## src/hw/rtl/vna_pkg.sv

```systemverilog
// Shared types and constants for the vertex normal accumulator.
package vna_pkg;

    localparam int VERTEX_SLOTS_DEF = 1024;
    localparam int CORNER_W         = 10;
    localparam int DATA_W           = 32;
    localparam int QUEUE_DEPTH      = 2;

    localparam logic [1:0] CMD_LOAD   = 2'd0;
    localparam logic [1:0] CMD_TRI    = 2'd1;
    localparam logic [1:0] CMD_READ   = 2'd2;
    localparam logic [1:0] CMD_UNUSED = 2'd3;

    // Work codes after classification; a read of an out-of-range vertex answers zero.
    typedef enum logic [1:0] {
        OP_LOAD,
        OP_TRI,
        OP_READ,
        OP_ZERO
    } op_t;

    typedef struct packed {
        op_t                         op;
        logic [CORNER_W-1:0]         ca;
        logic [CORNER_W-1:0]         cb;
        logic [CORNER_W-1:0]         cc;
        logic [2:0][DATA_W-1:0]      pos;
        logic [2:0][DATA_W-1:0]      nrm;
    } item_t;

endpackage

```

## src/hw/rtl/vna_queue.sv

```systemverilog
// Short queue of classified work between the front and back stages.
module vna_queue import vna_pkg::*; #(
    parameter int DEPTH = QUEUE_DEPTH
) (
    input  logic  clk,
    input  logic  rst_n,
    input  logic  push,
    input  item_t item_in,
    output logic  full,
    input  logic  pop,
    output logic  valid,
    output item_t item_out
);

    localparam int PW = (DEPTH > 1) ? $clog2(DEPTH) : 1;
    localparam int CW = $clog2(DEPTH + 1);

    item_t         slot_reg [DEPTH];
    logic [PW-1:0] wptr_reg;
    logic [PW-1:0] rptr_reg;
    logic [CW-1:0] count_reg;

    assign full     = (count_reg == CW'(DEPTH));
    assign valid    = (count_reg != '0);
    assign item_out = slot_reg[rptr_reg];

    always_ff @(posedge clk or negedge rst_n)
    begin
        if (!rst_n)
        begin
            wptr_reg  <= '0;
            rptr_reg  <= '0;
            count_reg <= '0;
        end
        else
        begin
            if (push)
            begin
                wptr_reg <= (wptr_reg == PW'(DEPTH - 1)) ? '0 : wptr_reg + 1'b1;
            end
            if (pop)
            begin
                rptr_reg <= (rptr_reg == PW'(DEPTH - 1)) ? '0 : rptr_reg + 1'b1;
            end
            if (push && !pop)
            begin
                count_reg <= count_reg + 1'b1;
            end
            else if (pop && !push)
            begin
                count_reg <= count_reg - 1'b1;
            end
        end
    end

    always_ff @(posedge clk)
    begin
        if (push)
        begin
            slot_reg[wptr_reg] <= item_in;
        end
    end

endmodule

```

## config.mk

```make
export PLATFORM = sky130hd
export DESIGN_NAME = vna_queue
export DESIGN_NICKNAME = d
export VERILOG_FILES = /design/src/hw/rtl/vna_pkg.sv /design/src/hw/rtl/vna_queue.sv
export SDC_FILE = /design/constraint.sdc
export NUM_CORES = 1
export LEC_CHECK = 0
export CAP_MARGIN = 0
export CORE_UTILIZATION = 40
export DETAILED_ROUTE_END_ITERATION = 16
export DONT_BUFFER_PORTS = 1
export GPL_TIMING_DRIVEN = 0
export SLEW_MARGIN = 20
export SYNTH_ARGS = -nofsm -noshare
export SYNTH_HDL_FRONTEND = slang
export SYNTH_SLANG_ARGS = --single-unit
```

## constraint.sdc

```tcl
create_clock -name clk -period 15.6 [get_ports clk]
set_input_delay 2.34 -clock clk [delete_from_list [all_inputs] [get_ports clk]]
set_output_delay 2.34 -clock clk [all_outputs]
set_load 0.005 [all_outputs]
```

==> results_dict.tcl <==
set metrics [dict create \
    antenna_found_initial 0 \
    synthAdderAreaFrac_pct 0.07375 \
    setup_viol 0 \
    vias 6665 \
    nets 1005 \
    dp_cells 1268 \
    fmax_ghz 0.2384 \
    max_slew_margin_pct 53.46 \
    layoutNonFillerInstCount 1348 \
    postCtsResizedCells 0 \
    drt_iter0_drc 314 \
    tns_ps 0 \
    critPathSlowestCell "mux2_4" \
    initial_core_util_pct 40.54 \
    whs_ps 498.8 \
    crit_top_cell "buf_6" \
    gr-total-overflow 0 \
    syn_inst 713 \
    synth-simple-area-share_pct 0.1696 \
    avgSynthCellArea_um2 23.79 \
    portBuffers 0 \
    synthXorXnorAreaFrac_pct 0.2581 \
    finalCriticalPeriod_ps 4195 \
    arrival_ps 1850 \
    whs_path_depth 1 \
    p_per_area_mw_per_mm2 188.4 \
    ctsRootBufferMaster "clkbuf_16" \
    core_mm2 0.04185 \
    place_congestion 0.7222 \
    cts_buffer_depth 3 \
    hold_buffers 0 \
    path_class "reg -> out" \
    syn_to_final_growth_pct 14.65 \
    path_cells "buf_6 > buf_6 > buf_6 > mux2_4" \
    rsz0062_at_grt "false" \
    r2r_cells 7 \
    rrSetupSlack_ps 13220 \
    hold_class "reg -> reg" \
    detailed_place_hpwl_um 23000 \
    track_usage_pct 14.68 \
    htree_num_levels 2 \
    cts_sinks 452 \
    via_per_inst 4.944 \
    crit_path_start_kind "flip-flop" \
    worst_pin_slew_ps 698.2 \
    die-area_mm2 0.04324 \
    clk_pin_slew_ps 60 \
    numCtsBuffers 45 \
    syn-cell-area_mm2 0.01697 \
    slowest_delay_ps 350 \
    clk_latency_ps 550 \
    synth_compound_area_share_pct 0 \
    antenna_left 0 \
    layout-drive-gt1-share_pct 40.79 \
    worst_ep_required_time_ps 13260 \
    post_cts_buffers 0 \
    endpoint_kind "output pin" \
    synth_mux_area_share_pct 18.19 \
    synth_seq_cells 452 \
    hold_viol_final 0 \
    rows 75 \
    dp_slack_ps 11270 \
    ir_worst_vdd_v 0.0001311 \
    drt_pass1_iterations 4 \
    antenna_cells 0 \
    io_pins 454 \
    die_h_um 207.9 \
    min_period_over_period_pct 26.89 \
    fin_ws_ps 11410 \
    avgRoutedWirePerCell_um 24.10 \
    maxCapViolCount 0 \
    grt_max_degree 49 \
    yosysSeqAreaShare_pct 79.89 \
    fillers 3473 \
    ys_types 14 \
    yosysWarnings 0 \
    largest_reg_flops 448 \
    path_max_fanout 10 \
    clock_skew_ps 9.762 \
    die_w_um 207.9 \
    grt_pass1_vias 7008 \
    synth_top_family_by_area "multiplexers" \
    p_leak_nw 6.827 \
    drt_wl_total_um 32490 \
    synth_nets 942 \
    grt_pass1_wl_um 46120 \
    drv_slew 0 \
    cts_tree "done" \
    status "completed" \
    drc 0 \
]
-- layer usage --
metal / vias up / routed length [µm] / track usage [%] / share of wire (%)
li1: 2973 / - / - / -
met1: 3364 / 11130 / 14.71 / 34
met2: 276 / 17060 / 25.80 / 52
met3: 52 / 3397 / 7.004 / 10
met4: 0 / 906 / 6.386 / 2.8
met5: - / 0 / 0 / 0
-- Yosys cell counts (all sizes together) --
master	n	share of area (%)
edfxtp	448	79
mux2	224	18
buf	25	1.4
dfrtp	4	0.59
xor2	4	0.21
nor2b	2	0.074
and2	1	0.037
ha	1	0.074
inv	1	0.022
nor2	1	0.022
or2	1	0.037
xnor2	1	0.052
-- final timing paths --
path	from	endpoint
min in group asynchronous	rst_n	count_reg[0]$_DFFE_PN0P_
worst max register to register	wptr_reg$_DFFE_PN0P_	slot_reg[0][69]$_DFFE_PP_
max in group asynchronous	rst_n	rptr_reg$_DFFE_PN0P_
worst min register to register	count_reg[1]$_DFFE_PN0P_	count_reg[1]$_DFFE_PN0P_
worst max-delay path	rptr_reg$_DFFE_PN0P_	item_out[114]
worst min-delay path	count_reg[1]$_DFFE_PN0P_	count_reg[1]$_DFFE_PN0P_
-- area by class of cell --
class,instances,area (µm²),share of cell area [%]
clock inverter,25,197.7,1.016
multi-input combinational,235,3181,16.35
buffer,25,237.7,1.222
tap,539,674.4,3.467
clock buffer,55,1206,6.201
inverter,1,3.754,0.01930
sequential,452,13550,69.68
timing repair buffer,16,397.9,2.046
-- cells in the final DEF (no fill, tap or decap), types with 7 or more instances in the layout --
master	netlist	final
edfxtp_1	448	448
clkbuf_1	0	8
clkinv_1	0	10
mux2_2	74	74
clkbuf_16	0	47
buf_6	18	18
buf_2	7	7
mux2_4	150	150
clkinv_2	0	9
buf_16	0	11
-- report_power, final --
| group | internal, mW | total, mW | switching (mW) |
|---|---|---|---|
| clock network | 0.598 | 1.03 | 0.429 |
| logic | 0.481 | 0.981 | 0.500 |
| registers | 1.61 | 1.66 | 0.0494 |
-- logic make-up (layout without fill, tap and decap cells) --
logic type / count (synthesis) / in the layout
DFF: 452 / 452
muxes: 224 / 224
buffers and inverters: 26 / 122
xor gates and xnor gates: 5 / 5
and+or+nand+nor: 5 / 5
adders and majority gates: 1 / 1
-- worst max-delay path, delay by kind of cell (launching register included) --
kind     cells  cell delay [ps]
buf+inv      3              610
flops        1              340
mux          1              350
-- per-stage QoR --
step	instance area, µm²	total power [mW]	util (%)
6_report	19450	3.665	46.48
5_1_grt	19450	3.813	46.48
4_1_cts	19450	3.727	46.48
3_5_place_dp	18050	2.692	43.12
3_3_place_gp	17640	2.749	42.15
2_1_floorplan	16970	2.472	-
(Power assumes the default switching activity.)
