### config.mk
export PLATFORM = sky130hd
export DESIGN_NAME = vna_front
export DESIGN_NICKNAME = d
export VERILOG_FILES = /design/src/hw/rtl/vna_pkg.sv /design/src/hw/rtl/vna_front.sv
export SDC_FILE = /design/constraint.sdc
export NUM_CORES = 1
export LEC_CHECK = 0
export ABC_AREA = 1
export BUFFER_PORTS_ARGS = -buffer_cell sky130_fd_sc_hd__buf_4
export CORE_AREA = 4 4 174 176
export DETAILED_ROUTE_END_ITERATION = 7
export DIE_AREA = 0 0 178 180
export PLACE_DENSITY = 0.61
export RECOVER_POWER = 100
export SKIP_LAST_GASP = 1
export SYNTH_ARGS = -nofsm -noshare
export SYNTH_HDL_FRONTEND = slang
export SYNTH_SLANG_ARGS = --single-unit
### constraint.sdc
create_clock -name clk -period 8.5 [get_ports clk]
set_input_delay 0.425 -clock clk [delete_from_list [all_inputs] [get_ports clk]]
set_output_delay 0.425 -clock clk [all_outputs]
set_load 0.05 [all_outputs]
### src/hw/rtl/vna_pkg.sv
// Shared types and constants for the vertex normal accumulator.
package vna_pkg;

    localparam int VERTEX_SLOTS_DEF = 1024;
    localparam int CORNER_W         = 10;
    localparam int DATA_W           = 32;
    localparam int QUEUE_DEPTH      = 2;

    localparam logic [1:0] CMD_LOAD   = 2'd0;
    localparam logic [1:0] CMD_TRI    = 2'd1;
    localparam logic [1:0] CMD_READ   = 2'd2;
    localparam logic [1:0] CMD_UNUSED = 2'd3;

    // Work codes after classification; a read of an out-of-range vertex answers zero.
    typedef enum logic [1:0] {
        OP_LOAD,
        OP_TRI,
        OP_READ,
        OP_ZERO
    } op_t;

    typedef struct packed {
        op_t                         op;
        logic [CORNER_W-1:0]         ca;
        logic [CORNER_W-1:0]         cb;
        logic [CORNER_W-1:0]         cc;
        logic [2:0][DATA_W-1:0]      pos;
        logic [2:0][DATA_W-1:0]      nrm;
    } item_t;

endpackage

### src/hw/rtl/vna_front.sv
// Front stage: accepts input beats, checks indices and classifies the work.
module vna_front import vna_pkg::*; #(
    parameter int VERTEX_SLOTS = VERTEX_SLOTS_DEF
) (
    input  logic                clk,
    input  logic                rst_n,
    input  logic                in_valid,
    output logic                in_stall,
    input  logic [1:0]          cmd,
    input  logic [CORNER_W-1:0] corner_a,
    input  logic [CORNER_W-1:0] corner_b,
    input  logic [CORNER_W-1:0] corner_c,
    input  logic [DATA_W-1:0]   pos_x,
    input  logic [DATA_W-1:0]   pos_y,
    input  logic [DATA_W-1:0]   pos_z,
    input  logic [DATA_W-1:0]   start_nx,
    input  logic [DATA_W-1:0]   start_ny,
    input  logic [DATA_W-1:0]   start_nz,
    input  logic                q_full,
    output logic                q_push,
    output item_t               q_item
);

    logic  valid_reg;
    item_t item_reg;
    item_t item_next;
    logic  in_a;
    logic  in_b;
    logic  in_c;
    logic  keep;
    logic  accept;

    assign in_a = (32'(corner_a) < 32'(VERTEX_SLOTS));
    assign in_b = (32'(corner_b) < 32'(VERTEX_SLOTS));
    assign in_c = (32'(corner_c) < 32'(VERTEX_SLOTS));

    // Unused commands and out-of-range loads or triangles leave no trace.
    always_comb
    begin
        keep = 1'b0;
        item_next.op = OP_LOAD;
        case (cmd)
            CMD_LOAD:
            begin
                keep = in_a;
                item_next.op = OP_LOAD;
            end
            CMD_TRI:
            begin
                keep = in_a && in_b && in_c;
                item_next.op = OP_TRI;
            end
            CMD_READ:
            begin
                keep = 1'b1;
                item_next.op = in_a ? OP_READ : OP_ZERO;
            end
            default:
            begin
                keep = 1'b0;
                item_next.op = OP_LOAD;
            end
        endcase
        item_next.ca  = corner_a;
        item_next.cb  = corner_b;
        item_next.cc  = corner_c;
        item_next.pos = {pos_z, pos_y, pos_x};
        item_next.nrm = {start_nz, start_ny, start_nx};
    end

    assign in_stall = valid_reg && q_full;
    assign accept   = in_valid && !in_stall;
    assign q_push   = valid_reg && !q_full;
    assign q_item   = item_reg;

    always_ff @(posedge clk or negedge rst_n)
    begin
        if (!rst_n)
        begin
            valid_reg <= 1'b0;
        end
        else
        begin
            if (accept)
            begin
                valid_reg <= keep;
            end
            else if (q_push)
            begin
                valid_reg <= 1'b0;
            end
        end
    end

    always_ff @(posedge clk)
    begin
        if (accept)
        begin
            item_reg <= item_next;
        end
    end

endmodule

==> out/metrics.csv, run 1 <==
metric,value,unit
synthDistinctLibCells,8,
synthesis.instances,238,
grt_start_max_net_pins,81,
unrepaired_setup_endpoints_after_global_routing,false,
hold_critical_path_depth,1,
cts-htree-levels,1,
cp_slowest_cell,sky130_fd_sc_hd__clkbuf_1,
drt-pass1-iter-count,4,
worstMarginPinSlew,3.85,ns
layout_common_cells,"sky130_fd_sc_hd__clkbuf_1, sky130_fd_sc_hd__edfxtp_1, sky130_fd_sc_hd__clkbuf_4",
vias,4215,
antenna_found_initial,6,
clk_latency,0.51,ns
hold_path_end,q_item[160],
syn_nets,466,
area_taken_by_multi_input_logic_gates,37.5,sq um
grt_first_pass_wirelength,29.4,mm
crit_fanout,80,
cpPeakStageDelay,2.70,ns
place.detailed.hpwl,16.5,mm
gr-total-overflow,0,
cts-root-buf,sky130_fd_sc_hd__clkbuf_16,
fin_crit_sh,57.7,%
drive_above_1_share,33.6,%
first_global_vias,4448,
clk_transition_reported_paths,0.06,ns
critPathArrivalTime,5.02,ns
final-seq-area,6750,sq um
critical_path_class,reg2reg,
period_minus_slack,4.90,ns
cp-start-kind,register,
die_x,178,microns
p_leak,3.85,nW
initialDrtViolationCount,159,
drtAntennaViolNets,0,
worst-r2r-cell-count,5,
track_usage,12.4,%
tritoncts.num_buffers,25,
min-delay-path-class,in2reg,
io_pins,454,
detail_route.wl_per_cell,18.8,microns
drv_cap,1,
share_of_synthesized_area_occupied_by_flip_flops_and_latches,99.2,%
core-area,28600,sq um
tritoncts,done,
finalNetCount,950,
route.detailed.vias_per_inst,3.75,
placement.io_buffers,453,
timing.setup.tns,0,ns
critical_path.endpoint_type,register,
status,"complete, but fails checks",
timing.reg2reg.setup_slack,3.60,ns
final_max_slew_viol_count,70,
violations,"max-capacitance violations, max-slew violations",
fin_worst_skew,0.00496,ns
syn_area_per_cell,28.6,sq um
ys.warnings.count,0,
hold_viol,0,
clock_tree.buffer_depth,3,
ys_seq_elements,225,
max-slew-margin-rel,-156,%
synthesis.area,6810,sq um
post_cts_repair_setup_buffers,0,
cts-resized-gates,0,
weighted_congestion_reported_at_the_end_of_routability_driven_placement,0.791,
initial_utilization,23.8,%
crit_required,8.62,ns
detail_route.drc_violations,0,
die_h,180,microns
fill_cell_count,2850,
clkSinkCount,225,
wl,21.1,mm
floorplan.rows,62,
design.die.area,32000,sq um
setup_violations,0,
power.density,255,nW/um^2
regToRegStartpoint,valid_reg,
syn_to_final_growth,55.2,%
critical_path.cell_chain,nand2_1 > inv_1 > nor2_4 > clkbuf_1 > buf_4,
r2r-end,q_item[96],
max-vdd-ir-drop,155,uV
totalPowerFinal,2.69,mW
fmaxAchievable,204,MHz
hold_start,pos_z[0],
n_antenna_cell,0,
largest_register_ff_count,224,
final_common_cell,sky130_fd_sc_hd__clkbuf_1,
==> worst max-delay path, delay by kind of cell (launching register included) <==
| family | cells | cell delay, ns |
|---|---|---|
| buffers and inverters | 3 | 3.90 |
| flip-flops | 1 | 0.37 |
| AND/OR/NAND/NOR | 2 | 0.15 |
==> cells in the mapped netlist <==
cell type	number	share of area, %
sky130_fd_sc_hd__inv_2	1	0.055
sky130_fd_sc_hd__dfrtp_1	1	0.37
sky130_fd_sc_hd__nor2_2	1	0.092
sky130_fd_sc_hd__edfxtp_1	224	99
sky130_fd_sc_hd__nor2_1	3	0.17
sky130_fd_sc_hd__nand2_1	3	0.17
sky130_fd_sc_hd__inv_1	4	0.22
sky130_fd_sc_hd__nand2_2	1	0.092
==> logic make-up after synthesis <==
group | share of synthesized area (%)
buffers and inverters | 0.276
DFF | 99.2
and+or+nand+nor | 0.515
==> per-stage QoR <==
stage	util [%]	hold slack (ns)	area, sq um	cells	setup slack, ns
2_1_floorplan	-	0.129	6810	238	1.57
3_3_place_gp	37.4	0.202	10700	1078	5.67
3_5_place_dp	37.4	0.202	10700	1078	5.63
4_1_cts	40.1	0.0564	11500	1123	5.79
5_1_grt	36.9	0.0786	10600	1123	3.09
6_report	36.9	0.113	10600	1123	3.60
==> layer usage <==
layer | routed length, microns | GRT usage [%] | share of wire (%) | vias to the layer above
met2 | 10700 | 22.5 | 51 | 259
met5 | 77 | 0 | 0.36 | -
met4 | 431 | 2.97 | 2.0 | 12
met3 | 2690 | 6.11 | 13 | 43
li1 | - | - | - | 1924
met1 | 7190 | 12.6 | 34 | 1977
==> area by class of cell <==
| type | count | area share [%] |
|---|---|---|
| tap | 384 | 4.55 |
| sequential | 225 | 63.9 |
| timing repair buffer | 457 | 23.9 |
| clock buffer | 32 | 6.17 |
| clock inverter | 12 | 0.853 |
| multi-input combinational | 8 | 0.355 |
| inverter | 5 | 0.178 |
==> what timing repair did <==
| action | in CTS | in global routing |
|---|---|---|
| hold buffers | 1 | 0 |
| endpoints found under the hold margin | 1 | 0 |
| setup endpoints to repair | 0 | 0 |
==> worst max-delay path by stage <==
stage	start	end
2_1_floorplan	q_full	q_item[0]
3_3_place_gp	q_full	q_item[43]
3_5_place_dp	q_full	q_item[215]
4_1_cts	valid_reg	q_item[215]
5_1_grt	valid_reg	q_item[96]
6_report	valid_reg	q_item[96]
==> power breakdown <==
| group | total, mW | internal [mW] | switching, mW |
|---|---|---|---|
| Combinational | 0.380 | 0.0821 | 0.298 |
| Clock | 0.988 | 0.572 | 0.416 |
| Sequential | 1.32 | 1.31 | 0.0177 |
Note: power is estimated with default switching activity, not from simulation.
==> run 2: changes to the inputs <==
ABC_AREA = 0   (was 1)
CORE_AREA = 4 4 172 174   (was 4 4 174 176)
DIE_AREA = 0 0 176 178   (was 0 0 178 180)
PLACE_DENSITY = 0.64   (was 0.61)
clock period = 4.3 ns   (was 8.5 ns; I/O delays follow)
==> out/metrics.csv, run 2 <==
metric,value,unit
ys_seq_elements,225,
synthFlopType,sky130_fd_sc_hd__edfxtp_1,
io_pins,454,
synthesis.instances,232,
initial_utilization,24.5,%
die_x,176,microns
cts-root-buf,sky130_fd_sc_hd__clkbuf_16,
status,did not finish,
cts-htree-levels,1,
tritoncts.num_buffers,27,
die_h,178,microns
floorplan.rows,61,
stop_stage,clock tree synthesis,
synthDistinctLibCells,7,
synthArstFlopShare,0.444,%
ys.warnings.count,0,
largest_cells_by_area_after_synthesis,"sky130_fd_sc_hd__edfxtp_1, sky130_fd_sc_hd__dfrtp_1, sky130_fd_sc_hd__nor2b_1",
post_cts_repair_setup_buffers,0,
ys_top_cells_by_count,"sky130_fd_sc_hd__edfxtp_1, sky130_fd_sc_hd__nor2b_1",
holdBufCountCts,225,
synth.largest_area_cell,sky130_fd_sc_hd__edfxtp_1,
syn_nets,460,
syn_area_per_cell,29.3,sq um
share_of_yosys_cell_area_claimed_by_the_top_area_cell_type,99.0,%
synthesis.area,6800,sq um
weighted_congestion_reported_at_the_end_of_routability_driven_placement,0.753,
share_of_synthesized_area_occupied_by_flip_flops_and_latches,99.3,%
postPlaceCellArea,10700,sq um
clock_tree.buffer_depth,3,
cts-resized-gates,0,
clkSinkCount,225,
synth_most_common_cell,sky130_fd_sc_hd__edfxtp_1,
place.detailed.hpwl,16.0,mm
number_of_flops_mapped_to_enable_cells_by_yosys,224,
placement.io_buffers,453,
firstError,[ERROR RSZ-0060] Max buffer count reached.,
## run 2: kinds of logic after synthesis
kind of cell	Yosys count	synth area share, %
DFF	225	99.3
and+or+nand+nor	6	0.571
AOI/OAI and AO/OA	1	0.110
## run 2: metrics by stage
stage          setup slack (ns)  TNS (ns)  cells
2_1_floorplan           -0.0270     -6.06    232
3_3_place_gp               2.54         0   1066
3_5_place_dp               2.53         0   1066
==> run 3: changes to the inputs <==
CORE_AREA = 4 4 173 175   (was 4 4 172 174)
DIE_AREA = 0 0 177 179   (was 0 0 176 178)
PLACE_DENSITY = not set   (was 0.64)
PLACE_DENSITY_LB_ADDON = 0.15   (was not set)
clock period = 5.6 ns   (was 4.3 ns; I/O delays follow)
==> out/metrics.csv, run 3 <==
metric,value,unit
status,did not finish,
stop_stage,clock tree synthesis,
firstError,[ERROR RSZ-0060] Max buffer count reached.,
ys_top_cells_by_count,"sky130_fd_sc_hd__edfxtp_1, sky130_fd_sc_hd__nor2b_1",
synth_most_common_cell,sky130_fd_sc_hd__edfxtp_1,
clock_tree.buffer_depth,3,
cts-htree-levels,1,
die_h,179,microns
tritoncts.num_buffers,26,
synthesis.instances,232,
place.detailed.hpwl,16.2,mm
clkSinkCount,225,
synthDistinctLibCells,7,
share_of_synthesized_area_occupied_by_flip_flops_and_latches,99.3,%
weighted_congestion_reported_at_the_end_of_routability_driven_placement,0.770,
post_cts_repair_setup_buffers,0,
number_of_flops_mapped_to_enable_cells_by_yosys,224,
synthArstFlopShare,0.444,%
synthesis.area,6800,sq um
syn_nets,460,
initial_utilization,23.9,%
ys_seq_elements,225,
synthFlopType,sky130_fd_sc_hd__edfxtp_1,
placement.io_buffers,453,
cts-resized-gates,0,
syn_area_per_cell,29.3,sq um
ys.warnings.count,0,
placed_cells_incl_taps,1072,
cts-root-buf,sky130_fd_sc_hd__clkbuf_16,
io_pins,454,
largest_cells_by_area_after_synthesis,"sky130_fd_sc_hd__edfxtp_1, sky130_fd_sc_hd__dfrtp_1, sky130_fd_sc_hd__nor2b_1",
floorplan.rows,62,
holdBufCountCts,224,
synth.largest_area_cell,sky130_fd_sc_hd__edfxtp_1,
share_of_yosys_cell_area_claimed_by_the_top_area_cell_type,99.0,%
die_x,177,microns
postPlaceCellArea,10700,sq um
-- run 3: cell counts after synthesis --
No cell type changed its count.
-- run 3: logic make-up after synthesis --
| logic type | share of synthesized area [%] |
|---|---|
| flip-flops | 99.3 |
| AO/OA/AOI/OAI | 0.110 |
| AND/OR/NAND/NOR | 0.571 |
-- run 3: metrics by stage --
step           util [%]  hold WS, ns  worst slack, ns
3_5_place_dp       37.7       0.0615             3.17
3_3_place_gp       37.7       0.0616             3.29
2_1_floorplan         -      -0.0156             1.27
